--- src/rtl/morse_enc_pkg.sv ---
// Package with the element codes, the lookup record type and the Morse code table.
`timescale 1ns / 1ps

package morse_enc_pkg;

   // Element codes on the result channel.
   localparam logic [1:0] ELEM_DIT = 2'd0;
   localparam logic [1:0] ELEM_DAH = 2'd1;
   localparam logic [1:0] ELEM_GAP = 2'd2;

   // Longest pattern and the widths that follow from it.
   localparam int MaxElems = 6;
   localparam int CntWidth = $clog2(MaxElems + 1);

   // Characters with special handling.
   localparam logic [7:0] CHAR_SPACE = 8'h20;
   localparam logic [7:0] CHAR_BANG  = 8'h21;
   localparam logic [7:0] CHAR_COMMA = 8'h2C;
   localparam logic [7:0] CHAR_DOT   = 8'h2E;
   localparam logic [7:0] CHAR_QUERY = 8'h3F;

   // One looked-up pattern. Bits are left aligned: bit 5 is the first element,
   // 1 means dah and 0 means dit. A gap pattern is a single medium gap.
   typedef struct packed {
      logic [CntWidth-1:0] len;
      logic [MaxElems-1:0] bits;
      logic                gap;
   } pattern_type;

   // True for the punctuation marks that produce a medium gap or a long pattern.
   function automatic logic is_symbol(input logic [7:0] c);
      return (c == CHAR_SPACE) || (c == CHAR_COMMA) || (c == CHAR_BANG) ||
             (c == CHAR_DOT) || (c == CHAR_QUERY);
   endfunction

   // Fold lower case to upper case.
   function automatic logic [7:0] fold_case(input logic [7:0] c);
      logic [7:0] r;
      r = c;
      if (c inside {[8'h61:8'h7A]}) begin
         r = c - 8'd32;
      end
      return r;
   endfunction

   // Letter table, indexed by the letter's place in the alphabet.
   function automatic pattern_type letter_pattern(input logic [4:0] idx);
      pattern_type p;
      p.gap = 1'b0;
      case (idx)
         5'd0:    begin p.len = 3'd2; p.bits = 6'b010000; end
         5'd1:    begin p.len = 3'd4; p.bits = 6'b100000; end
         5'd2:    begin p.len = 3'd4; p.bits = 6'b101000; end
         5'd3:    begin p.len = 3'd3; p.bits = 6'b100000; end
         5'd4:    begin p.len = 3'd1; p.bits = 6'b000000; end
         5'd5:    begin p.len = 3'd4; p.bits = 6'b001000; end
         5'd6:    begin p.len = 3'd3; p.bits = 6'b110000; end
         5'd7:    begin p.len = 3'd4; p.bits = 6'b000000; end
         5'd8:    begin p.len = 3'd2; p.bits = 6'b000000; end
         5'd9:    begin p.len = 3'd4; p.bits = 6'b011100; end
         5'd10:   begin p.len = 3'd3; p.bits = 6'b101000; end
         5'd11:   begin p.len = 3'd4; p.bits = 6'b010000; end
         5'd12:   begin p.len = 3'd2; p.bits = 6'b110000; end
         5'd13:   begin p.len = 3'd2; p.bits = 6'b100000; end
         5'd14:   begin p.len = 3'd3; p.bits = 6'b111000; end
         5'd15:   begin p.len = 3'd4; p.bits = 6'b011000; end
         5'd16:   begin p.len = 3'd4; p.bits = 6'b110100; end
         5'd17:   begin p.len = 3'd3; p.bits = 6'b010000; end
         5'd18:   begin p.len = 3'd3; p.bits = 6'b000000; end
         5'd19:   begin p.len = 3'd1; p.bits = 6'b100000; end
         5'd20:   begin p.len = 3'd3; p.bits = 6'b001000; end
         5'd21:   begin p.len = 3'd4; p.bits = 6'b000100; end
         5'd22:   begin p.len = 3'd3; p.bits = 6'b011000; end
         5'd23:   begin p.len = 3'd4; p.bits = 6'b100100; end
         5'd24:   begin p.len = 3'd4; p.bits = 6'b101100; end
         5'd25:   begin p.len = 3'd4; p.bits = 6'b110000; end
         default: begin p.len = 3'd0; p.bits = 6'b000000; end
      endcase
      return p;
   endfunction

   // Digit table: every digit is five elements long.
   function automatic pattern_type digit_pattern(input logic [3:0] idx);
      pattern_type p;
      p.gap = 1'b0;
      p.len = 3'd5;
      case (idx)
         4'd0:    p.bits = 6'b111110;
         4'd1:    p.bits = 6'b011110;
         4'd2:    p.bits = 6'b001110;
         4'd3:    p.bits = 6'b000110;
         4'd4:    p.bits = 6'b000010;
         4'd5:    p.bits = 6'b000000;
         4'd6:    p.bits = 6'b100000;
         4'd7:    p.bits = 6'b110000;
         4'd8:    p.bits = 6'b111000;
         4'd9:    p.bits = 6'b111100;
         default: begin p.len = 3'd0; p.bits = 6'b000000; end
      endcase
      return p;
   endfunction

   // Full lookup of one character, given whether the previous one was punctuation.
   function automatic pattern_type lookup(input logic [7:0] code, input logic prev_sym);
      pattern_type p;
      logic [7:0]  c;
      logic [7:0]  off;
      c = fold_case(code);
      p.len = '0;
      p.bits = '0;
      p.gap = 1'b0;
      if (c inside {[8'h41:8'h5A]}) begin
         off = c - 8'h41;
         p = letter_pattern(off[4:0]);
      end else if (c inside {[8'h30:8'h39]}) begin
         off = c - 8'h30;
         p = digit_pattern(off[3:0]);
      end else if (is_symbol(c) && !prev_sym) begin
         if (c == CHAR_QUERY) begin
            p.len = 3'd6;
            p.bits = 6'b001100;
         end else if (c == CHAR_DOT) begin
            p.len = 3'd6;
            p.bits = 6'b010101;
         end else begin
            p.len = 3'd1;
            p.gap = 1'b1;
         end
      end
      return p;
   endfunction

endpackage

--- src/rtl/morse_character_encoder.sv ---
// Morse character encoder: one character in, its dit, dah and gap elements out.
`timescale 1ns / 1ps
// The first element is offered in the cycle after the character transfer.
// One element per cycle while the result side is ready, through one shift register
// and a down counter; no new character is taken until the last element of the
// current one is accepted, and a character that yields nothing leaves the block ready.
// Reset clears the sequencer and the punctuation flag; the block is ready next cycle.

module morse_character_encoder (
   input  logic       clock,
   input  logic       reset,
   input  logic       req_tvalid,
   output logic       req_tready,
   input  logic [7:0] req_tdata,   // [7:0] char_code
   output logic       rsp_tvalid,
   input  logic       rsp_tready,
   output logic [7:0] rsp_tdata,   // [1:0] element, [7:2] zero
   output logic       rsp_tlast    // last
);
   import morse_enc_pkg::*;

   localparam logic ST_IDLE = 1'b0;
   localparam logic ST_EMIT = 1'b1;

   logic                state_ff, state_in;
   logic                prev_sym_ff, prev_sym_in;
   logic [MaxElems-1:0] bits_ff, bits_in;
   logic [CntWidth-1:0] cnt_ff, cnt_in;
   logic                gap_ff, gap_in;
   pattern_type         pat;
   logic                req_xfer;
   logic                rsp_xfer;
   logic [1:0]          element;

   assign req_tready = (state_ff == ST_IDLE);
   assign req_xfer   = req_tvalid && req_tready;
   assign rsp_tvalid = (state_ff == ST_EMIT);
   assign rsp_xfer   = rsp_tvalid && rsp_tready;

   // Table lookup of the incoming character.
   assign pat = lookup(req_tdata, prev_sym_ff);

   // Current element comes from the top of the shift register.
   always_comb begin
      if (gap_ff) begin
         element = ELEM_GAP;
      end else if (bits_ff[MaxElems-1]) begin
         element = ELEM_DAH;
      end else begin
         element = ELEM_DIT;
      end
   end

   assign rsp_tdata = {6'd0, element};
   assign rsp_tlast = (cnt_ff == CntWidth'(1));

   // Sequencer: load a pattern on a request transfer, shift one element per result transfer.
   always_comb begin
      state_in    = state_ff;
      prev_sym_in = prev_sym_ff;
      bits_in     = bits_ff;
      cnt_in      = cnt_ff;
      gap_in      = gap_ff;
      case (state_ff)
         ST_IDLE: begin
            if (req_xfer) begin
               prev_sym_in = is_symbol(fold_case(req_tdata));
               bits_in     = pat.bits;
               cnt_in      = pat.len;
               gap_in      = pat.gap;
               if (pat.len != '0) begin
                  state_in = ST_EMIT;
               end
            end
         end
         ST_EMIT: begin
            if (rsp_xfer) begin
               bits_in = {bits_ff[MaxElems-2:0], 1'b0};
               cnt_in  = cnt_ff - CntWidth'(1);
               if (cnt_ff == CntWidth'(1)) begin
                  state_in = ST_IDLE;
               end
            end
         end
         default: begin
            state_in = ST_IDLE;
         end
      endcase
   end

   // Control registers.
   always_ff @(posedge clock) begin
      if (reset) begin
         state_ff    <= ST_IDLE;
         prev_sym_ff <= 1'b0;
         cnt_ff      <= '0;
      end else begin
         state_ff    <= state_in;
         prev_sym_ff <= prev_sym_in;
         cnt_ff      <= cnt_in;
      end
   end

   // Pattern registers.
   always_ff @(posedge clock) begin
      bits_ff <= bits_in;
      gap_ff  <= gap_in;
   end

endmodule

--- config.mk ---
export PLATFORM = sky130hd
export DESIGN_NAME = morse_character_encoder
export DESIGN_NICKNAME = d
export VERILOG_FILES = /design/src/rtl/morse_enc_pkg.sv /design/src/rtl/morse_character_encoder.sv
export SDC_FILE = /design/constraint.sdc
export NUM_CORES = 1
export LEC_CHECK = 0
export ABC_AREA = 1
export BUFFER_PORTS_ARGS = -buffer_cell sky130_fd_sc_hd__buf_4
export CAP_MARGIN = 20
export CORE_MARGIN = 3
export CORE_UTILIZATION = 45
export CTS_BUF_LIST = sky130_fd_sc_hd__clkbuf_4
export CTS_CLUSTER_DIAMETER = 200
export DETAILED_ROUTE_END_ITERATION = 10
export HOLD_SLACK_MARGIN = 0.15
export PLACE_DENSITY = 0.71
export REMOVE_ABC_BUFFERS = 1
export SETUP_SLACK_MARGIN = 0.05
export SYNTH_ARGS = -nofsm -noshare
export SYNTH_HDL_FRONTEND = slang
export SYNTH_SLANG_ARGS = --single-unit
--- constraint.sdc ---
create_clock -name clock -period 3.45 [get_ports clock]
set_clock_uncertainty 0.2 [all_clocks]
set_input_delay 0.69 -clock clock [delete_from_list [all_inputs] [get_ports clock]]
set_output_delay 0.69 -clock clock [all_outputs]
set_load 0.01 [all_outputs]
# [Word level (Yosys, flattened, before mapping)]
# Memories as Yosys holds them, arrays and structs flattened.
# Cells that the tools add are included.
[word_totals] regBits=12 rom_bits=224 input_bits=12 out_inout_bits=11 elab_cells=87 memories=1
[op_classes] addsub=4 order_cmp=6 eq_ne=22 n_mux=26 bitwise=2 n_reduce_logical=21
[memory_table] memory="(no name shown)" words=32 word_bits=7 read_ports=1 rd_ports_with_merged_regs=0 write_ports=0 line_no="morse_enc_pkg.sv:50" source="case (idx)"
[ops] cell="equality test 8 x 6 -> 1 bit, second input constant" n=10
[ops] cell="case mux 6 bit (9 select lines)" n=1
[ops] cell="two-way mux 10 bit" n=3
[ops] cell="two-way mux 8 bit" n=3
[ops] cell="equality test 4 x 3 -> 1 bit, second input constant" n=4
[ops] cell="greater-or-equal comparator 8 x 7 -> 1 bit, second input constant" n=2
[ops] cell="less-or-equal comparator 8 x 7 -> 1 bit, second input constant" n=2
[ops] cell="two-way mux 3 bit" n=4
[ops] cell="two-way mux 6 bit" n=2
[ops] cell="case mux 6 bit (2 select lines)" n=1
[ops] cell="OR reduction 10 bit" n=1
[ops] cell="two-way mux 9 bit" n=1
[ops] cell="equality test 4 x 2 -> 1 bit, second input constant" n=2
[ops] cell="equality test 4 bit, second input constant" n=2
[ops] cell="greater-or-equal comparator 8 x 6 -> 1 bit, second input constant" n=1
[ops] cell="less-or-equal comparator 8 x 6 -> 1 bit, second input constant" n=1
[ops] cell="logical OR 1 bit" n=8
[ops] cell="subtractor 8 x 6 -> 8 bit, second input constant" n=1
[ops] cell="two-way mux 1 bit" n=7
[ops] cell="logical AND 1 bit" n=6
[ops] cell="case mux 3 bit (2 select lines)" n=1
[ops] cell="two-way mux 5 bit" n=1
[ops] cell="subtractor 5 x 1 -> 5 bit, second input constant" n=1
[ops] cell="equality test 4 x 1 -> 1 bit, second input constant" n=1
[ops] cell="12 further kinds" n=15

# [Depth between registers and ports, before layout]
# Gate-level depths: netlist of run 1.
[logic_depth] word_depth=16 mapped_depth=19 ltp_nobuf=19

# [Worst setup path before layout of run 1]
# No wires, ideal clock.
[synth_timing] path_kind="input port to flip-flop" startpoint="input req_tdata[1]" endpoint="register bits_ff[4] (data pin)" setup_time_ns=0.256 arrival_time_ns=2.232 required_time_ns=2.994 slack_ns=0.761 stages=11 n_path_buf=0 path_cell_list="inv_1 ha_1 nor2_1 nor2_2 inv_2 nand2_1 o21ai_0 o22a_1 o211ai_1 nand2_1 a22o_1"
[synth_between] elab_chain_len=14 elab_cells_between_ends=41 classes_between="add/sub (3); order compare (6); eq/ne (13); mux (9); reduce/logical (9); memory (1)"
[synth_lines] element="start: declaration" line_no="morse_character_encoder.sv:14" source="input logic [7:0] req_tdata,"
[synth_lines] element="greater-or-equal comparator 8 x 7 -> 1 bit or less-or-equal comparator 8 x 7 -> 1 bit (tied branches)" line_no="morse_enc_pkg.sv:40" source="if (c inside {[8'h61:8'h7A]}) begin"
[synth_lines] element="logical AND 1 bit" line_no="morse_enc_pkg.sv:40"
[synth_lines] element="two-way mux 8 bit *" line_no="morse_enc_pkg.sv:40"
[synth_lines] element="branches (longest 8 deep; another with memory (32 x 7 bit))"
[synth_lines] element="two-way mux 10 bit *" line_no="morse_enc_pkg.sv:112" source="if (c inside {[8'h41:8'h5A]}) begin"
[synth_lines] element="two-way mux 6 bit *" line_no="morse_character_encoder.sv:66" source="if (req_xfer) begin"
[synth_lines] element="case mux 6 bit (2 select lines) *" line_no="morse_character_encoder.sv:64" source="case (state_ff)"
[synth_lines] element="net bits_in[4]" line_no="morse_character_encoder.sv:27" source="logic [MaxElems-1:0] bits_ff, bits_in;"
[synth_lines] element="end signal: assignment" line_no="morse_character_encoder.sv:106" source="bits_ff <= bits_in;"
[synth_lines] element="end: declaration" line_no="morse_character_encoder.sv:27"
# Mark *: on every way through the listed nets, which the timed path passes. The select of a mux whose other input is x is not followed.
# A chain may end at the register's enable or synchronous reset.

# [Final worst setup path of run 1]
# Ends and elaborated chain as after synthesis.

==> flow_metrics.tcl, run 1 <==
set metrics [dict create \
    arrival_ns 2.66 \
    clockRootBuffer "clkbuf_4" \
    grt_pass1_vias 1426 \
    vdd_drop_max_v 0.0001029 \
    pre_cts_slack_ns 0.3595 \
    synth_edf_count 7 \
    antennaDiodeCount 0 \
    yosysTopAreaCell "edfxtp_1" \
    synth.top_cells.by_area "edfxtp_1 (13%), nand2_1 (12%), o21ai_0 (10%), ha_1 (9.4%), inv_1 (7.0%)" \
    area_delta_synth_final_pct 9.390 \
    post-route-util_pct 51.61 \
    grt_pass1_wl_mm 6.272 \
    drtIter0Drc 170 \
    via_per_inst 5.181 \
    cpMostUsedCell "nand2_1" \
    max_freq_mhz 354.7 \
    syn_avg_cell_area_um2 6.448 \
    swShare_pct 37.86 \
    clk_latency_ns 0.27 \
    start_util_pct 47.18 \
    status "completed" \
    required_ns 3.29 \
    hold_viol 0 \
    cts_buffers 3 \
    die_y_um 65.61 \
    dieArea_mm2 0.004305 \
    multiInputGateArea_mm2 0.001086 \
    drt_first_pass_iters 4 \
    ios 23 \
    synth_warnings 0 \
    cts_tree "built" \
    pwr-share-comb_pct 39.1 \
    ys_seq_area_share_pct 19.41 \
    grt_usage_pct 17.82 \
    rsz0062_at_grt "false" \
    stdcell_count 309 \
    finalMaxSlewViolations 0 \
    ctsResizeCount 0 \
    cp_slowest_stage_delay_ns 0.35 \
    syn-cell-area_mm2 0.001599 \
    netlist_instances 248 \
    synth.distinct_cells 38 \
    gp_congestion 0.9241 \
    clock_path_buffers 2 \
    ant_nets 0 \
    clk_pin_slew_worst_paths_ns 0.08 \
    drive_above_1_share_pct 18.63 \
    portBuffers 16 \
    antenna_found_initial 0 \
    dp_hpwl_mm 2.964 \
    path_class "in -> reg" \
    wire_per_inst_um 11.81 \
    rows 21 \
    register_area_um2 310.3 \
    p_int_mw 0.2813 \
    die_w_um 65.61 \
    drc 0 \
    period_minus_slack_ns 2.819 \
    dpl_cell_area_mm2 0.001719 \
    clock-sinks 12 \
    fin_area_mm2 0.001749 \
    maxCapViolCount 0 \
    end_kind "flop" \
    yosysMostFrequentCell "nand2_1" \
    fill_cells 352 \
    post-cts-setup-buffers 0 \
    nets 288 \
    setup_tns_ns 0 \
    power_frac_clock_pct 22.5 \
    power_switching_mw 0.1714 \
    dp_cells 305 \
    ys_ff_latch 12 \
    synth_flop_cell "edfxtp_1" \
    slowest_stage "ha_1" \
    cts_hold_buffers 0 \
    synth_top_cells_by_count "nand2_1 (53), o21ai_0 (32), inv_1 (30), nor2_1 (23)" \
    power.density_mw_per_mm2 258.8 \
    post-route-period-util_pct 81.71 \
    grt_overflow_total 0 \
    num_vias 1601 \
    fin_ws_ns 0.6310 \
    crit_fanout 8 \
    crit_chain "buf_4 > inv_1 > ha_1 > nor2_1 > nor2_2 > inv_2 > nand2_1 > nand2_1 > o22a_1 > o211ai_1 > nand2_1 > a22o_1" \
    start_kind "input port" \
    synth_top_area_share_pct 13.15 \
    grt_max_degree 14 \
    hold_path.class "reg -> reg" \
    coreArea_mm2 0.003390 \
    setup_violations 0 \
    synthArstFlopShare_pct 0 \
    htreeDepth 1 \
    wirelength_mm 3.648 \
    seqPwrFrac_pct 38.3 \
    p_leak_nw 0.8572 \
]
-- final timing paths --
| check | cells past startpoint | to | slack, ns | startpoint |
|---|---|---|---|---|
| setup / recovery | 12 | bits_ff[4]$_DFFE_PP_ | 0.63 | req_tdata[1] |
| hold / removal | 2 | cnt_ff[1]$_SDFFE_PP0P_ | 0.29 | cnt_ff[1]$_SDFFE_PP0P_ |
| setup reg to reg | 5 | cnt_ff[0]$_SDFFE_PP0P_ | 1.35 | rsp_tvalid$_SDFF_PP0_ |
| hold reg to reg | 2 | cnt_ff[1]$_SDFFE_PP0P_ | 0.29 | cnt_ff[1]$_SDFFE_PP0P_ |
-- sequential cells by signal, summed over array words and instances, names as in the netlist --
signal / cells
rsp_tvalid: 1
cnt_ff: 3
prev_sym_ff: 1
gap_ff: 1
bits_ff: 6
-- layout by cell type (no fill, tap or decap), types with 3 or more instances in the layout --
cell type / instances
conb_1: 6
dfxtp_1: 5
nor2_1: 23
clkbuf_4: 4
buf_4: 17
edfxtp_1: 7
inv_1: 30
a21oi_1: 11
nor2_2: 4
ha_1: 12
inv_2: 4
o21ai_1: 3
a31oi_1: 4
nand2_2: 7
nand3_2: 6
nand2_1: 53
o21ai_0: 32
nand3_1: 12
-- stage by stage --
step | total power, mW | hold WS [ns]
floorplan | 0.2951 | 0.2578
global placement | 0.3517 | 0.2719
detailed placement | 0.3518 | 0.2834
CTS | 0.4503 | 0.2946
global route | 0.4803 | 0.3146
finish | 0.4527 | 0.2852
-- cell type report --
class                      count  share of cell area [%]
tap                           46                   3.290
inverter                      36                   7.868
multi-input combinational    194                   62.09
timing repair buffer          17                   7.296
clock buffer                   4                   1.717
sequential                    12                   17.74
-- worst max-delay path, delay by kind of cell --
family | cells | cell delay, ns
adders and majority gates | 1 | 0.35
and+or+nand+nor | 5 | 0.64
AOI/OAI and AO/OA | 3 | 0.55
buffers and inverters | 3 | 0.43
-- per-layer routing --
metal  vias up  share of wire [%]  global-route usage [%]
met1       706                 48                   24.97
met2        48                 46                   29.08
met5         -                  0                       0
met4         0                2.1                   6.477
li1        838                  -                       -
met3         9                3.4                  0.5128
-- cell families after synthesis --
family	synth area share, %
xor gates and xnor gates	1.565
AOI/OAI and AO/OA	21.60
adders and majority gates	9.389
and+or+nand+nor	33.96
DFF	19.41
other	0.2345
buffers and inverters	13.85
-- power by group through the flow --
stage / Clock, mW / Combinational [mW] / Sequential (mW)
2_1_floorplan: 0 / 0.120 / 0.175
3_3_place_gp: 0 / 0.175 / 0.177
3_5_place_dp: 0 / 0.175 / 0.177
4_1_cts: 0.101 / 0.176 / 0.174
5_1_grt: 0.105 / 0.200 / 0.175
6_report: 0.102 / 0.177 / 0.174
Power figures use the tool's default switching activity.
==> run 2, diff against run 1 <==
PLACE_DENSITY = 0.74   (was 0.71)
clock period = 2.3 ns   (was 3.45 ns; I/O delays follow)
==> run 2 against run 1 <==
  * Power rose by 71%
  * Die area unchanged
  * Flip-flop and latch count unchanged
  * Via count rose by 15%
  * Final area increased by 30%
  * First-iteration DRC count shrank 38%
  * Worst hold slack got worse by 0.12 ns
==> flow_metrics.tcl, run 2 (synthesized netlist as in run 1, its figures left out) <==
set metrics [dict create \
    clockRootBuffer "clkbuf_4" \
    rows 21 \
    grt_pass1_wl_mm 6.741 \
    vdd_drop_max_v 0.0001327 \
    reg_top3 "bits_ff: 6 flops, cnt_ff: 3 flops" \
    crit_fanout 5 \
    wirelength_mm 4.391 \
    clock-sinks 12 \
    reg2reg_setup_slack_ns 0.78 \
    finalMaxSlewViolations 0 \
    grt_overflow_total 0 \
    antennaDiodeCount 0 \
    portBuffers 16 \
    grt_pass1_vias 1591 \
    die_w_um 65.61 \
    p_leak_nw 1.119 \
    power.density_mw_per_mm2 340.2 \
    coreArea_mm2 0.003390 \
    setup_violations 0 \
    area_delta_synth_final_pct 42.57 \
    hold_path.class "in -> reg" \
    die_y_um 65.61 \
    gp_congestion 0.9540 \
    fin_area_mm2 0.002280 \
    wire_per_inst_um 12.13 \
    drtIter0Drc 105 \
    path_class "in -> reg" \
    dp_hpwl_mm 3.326 \
    r2r-start "rsp_tvalid$_SDFF_PP0_" \
    clk_pin_slew_worst_paths_ns 0.07 \
    drive_above_1_share_pct 38.92 \
    maxCapViolCount 0 \
    max_freq_mhz 435.8 \
    dp_cells 353 \
    ios 23 \
    status "completed" \
    clk_latency_ns 0.28 \
    htreeDepth 1 \
    end_kind "flop" \
    r2r-end "cnt_ff[0]$_SDFFE_PP0P_" \
    whs_endpoint "rsp_tvalid$_SDFF_PP0_" \
    start_kind "input port" \
    start_util_pct 47.18 \
    post-route-util_pct 67.26 \
    ant_nets 0 \
    required_ns 2.28 \
    largest_register_ffs 6 \
    grt_max_degree 11 \
    nets 341 \
    relSlewSlack_pct 65.05 \
    min_path_cells 2 \
    regMostFlops "bits_ff" \
    reg2reg_depth 5 \
    arrival_ns 2.27 \
    grt_usage_pct 19.31 \
    post-route-period-util_pct 99.77 \
    stdcell_count 362 \
    clock_path_buffers 2 \
    dpl_cell_area_mm2 0.002079 \
    cts_tree "built" \
    antenna_found_initial 0 \
    hold_start "reset" \
    period_minus_slack_ns 2.295 \
    total_power_mw 0.7754 \
    final_cell_mix "buf_4 (68), nand2_1 (46), inv_1 (27)" \
    cts_buffers 3 \
    num_vias 1835 \
    rsz0062_at_grt "true" \
    final_common_cell "buf_4" \
    dieArea_mm2 0.004305 \
    drc 0 \
    worstMarginPinSlew_ns 0.5187 \
    drt_first_pass_iters 4 \
    hold_viol 0 \
    via_per_inst 5.069 \
]
run 2: changes by cell type in the layout (fill, tap and decap cells not counted), moves of 3 or more:
cell     delta
buf_4      +51
inv_1       -3
a21oi_1     -3
a21oi_2     +3
o21ai_0     -7
nand2_2     +6
o21ai_1     +6
nor2_1      -4
nand2_1     -7
run 2: power breakdown:
part           internal [mW]  switching, mW
Combinational          0.169          0.211
Sequential             0.249        0.00888
Clock                 0.0630         0.0741
run 2: layout make-up:
cell class,instances,area [µm²]
Tap cell,46,57.56
Clock inverter,1,3.754
Sequential cell,12,310.3
Multi-Input combinational cell,194,1205
Inverter,36,143.9
Timing Repair Buffer,70,536.8
Clock buffer,3,22.52
Fill cell,270,1110
run 2: worst max-delay path by stage:
stage | to | cells after the start | start
final | rsp_tvalid$_SDFF_PP0_ | 17 | req_tdata[1]
after global routing | rsp_tvalid$_SDFF_PP0_ | 17 | req_tdata[1]
after CTS | rsp_tvalid$_SDFF_PP0_ | 16 | req_tdata[1]
after detailed placement | bits_ff[2]$_DFFE_PP_ | 15 | req_tdata[1]
after global placement | bits_ff[3]$_DFFE_PP_ | 16 | req_tdata[1]
after floorplan | bits_ff[4]$_DFFE_PP_ | 11 | req_tdata[1]
run 2: per-stage QoR:
step           hold slack (ns)  worst slack (ns)  TNS (ns)
5_1_grt                 0.1645           -0.1078   -0.2157
6_report                0.1677          0.005260         0
2_1_floorplan           0.2578           -0.1647   -0.2470
4_1_cts                 0.1660           0.07224         0
3_5_place_dp            0.2998           -0.2764    -1.833
3_3_place_gp            0.2722           -0.2171    -1.202
run 2: worst max-delay path: stages:
cell and delay, ns:
buf_8 0.08, clkinvlp_4 0.13, buf_4 0.19, ha_1 0.20, inv_1 0.08, a21oi_1 0.09, o21bai_1 0.18, nor2_1 0.17
nand3_1 0.09, nand4_1 0.13, nand2_1 0.08, inv_1 0.05, nand2_1 0.06, nor2_1 0.10, nand2_1 0.06, nand2_1 0.07
a21oi_2 0.05
run 2: timing repair:
action,4_1_cts,5_1_grt
endpoints found under the setup margin,3,7
setup buffers,0,5
pin swaps,0,18
hold buffers,0,0
resized for setup,2,39
run 2: routing by layer:
metal	up-vias	track usage (%)	routed length, µm
met1	817	24.61	1871
met2	58	34.01	2231
met4	0	5.440	120
met5	-	0	0
li1	944	-	-
met3	16	2.222	167
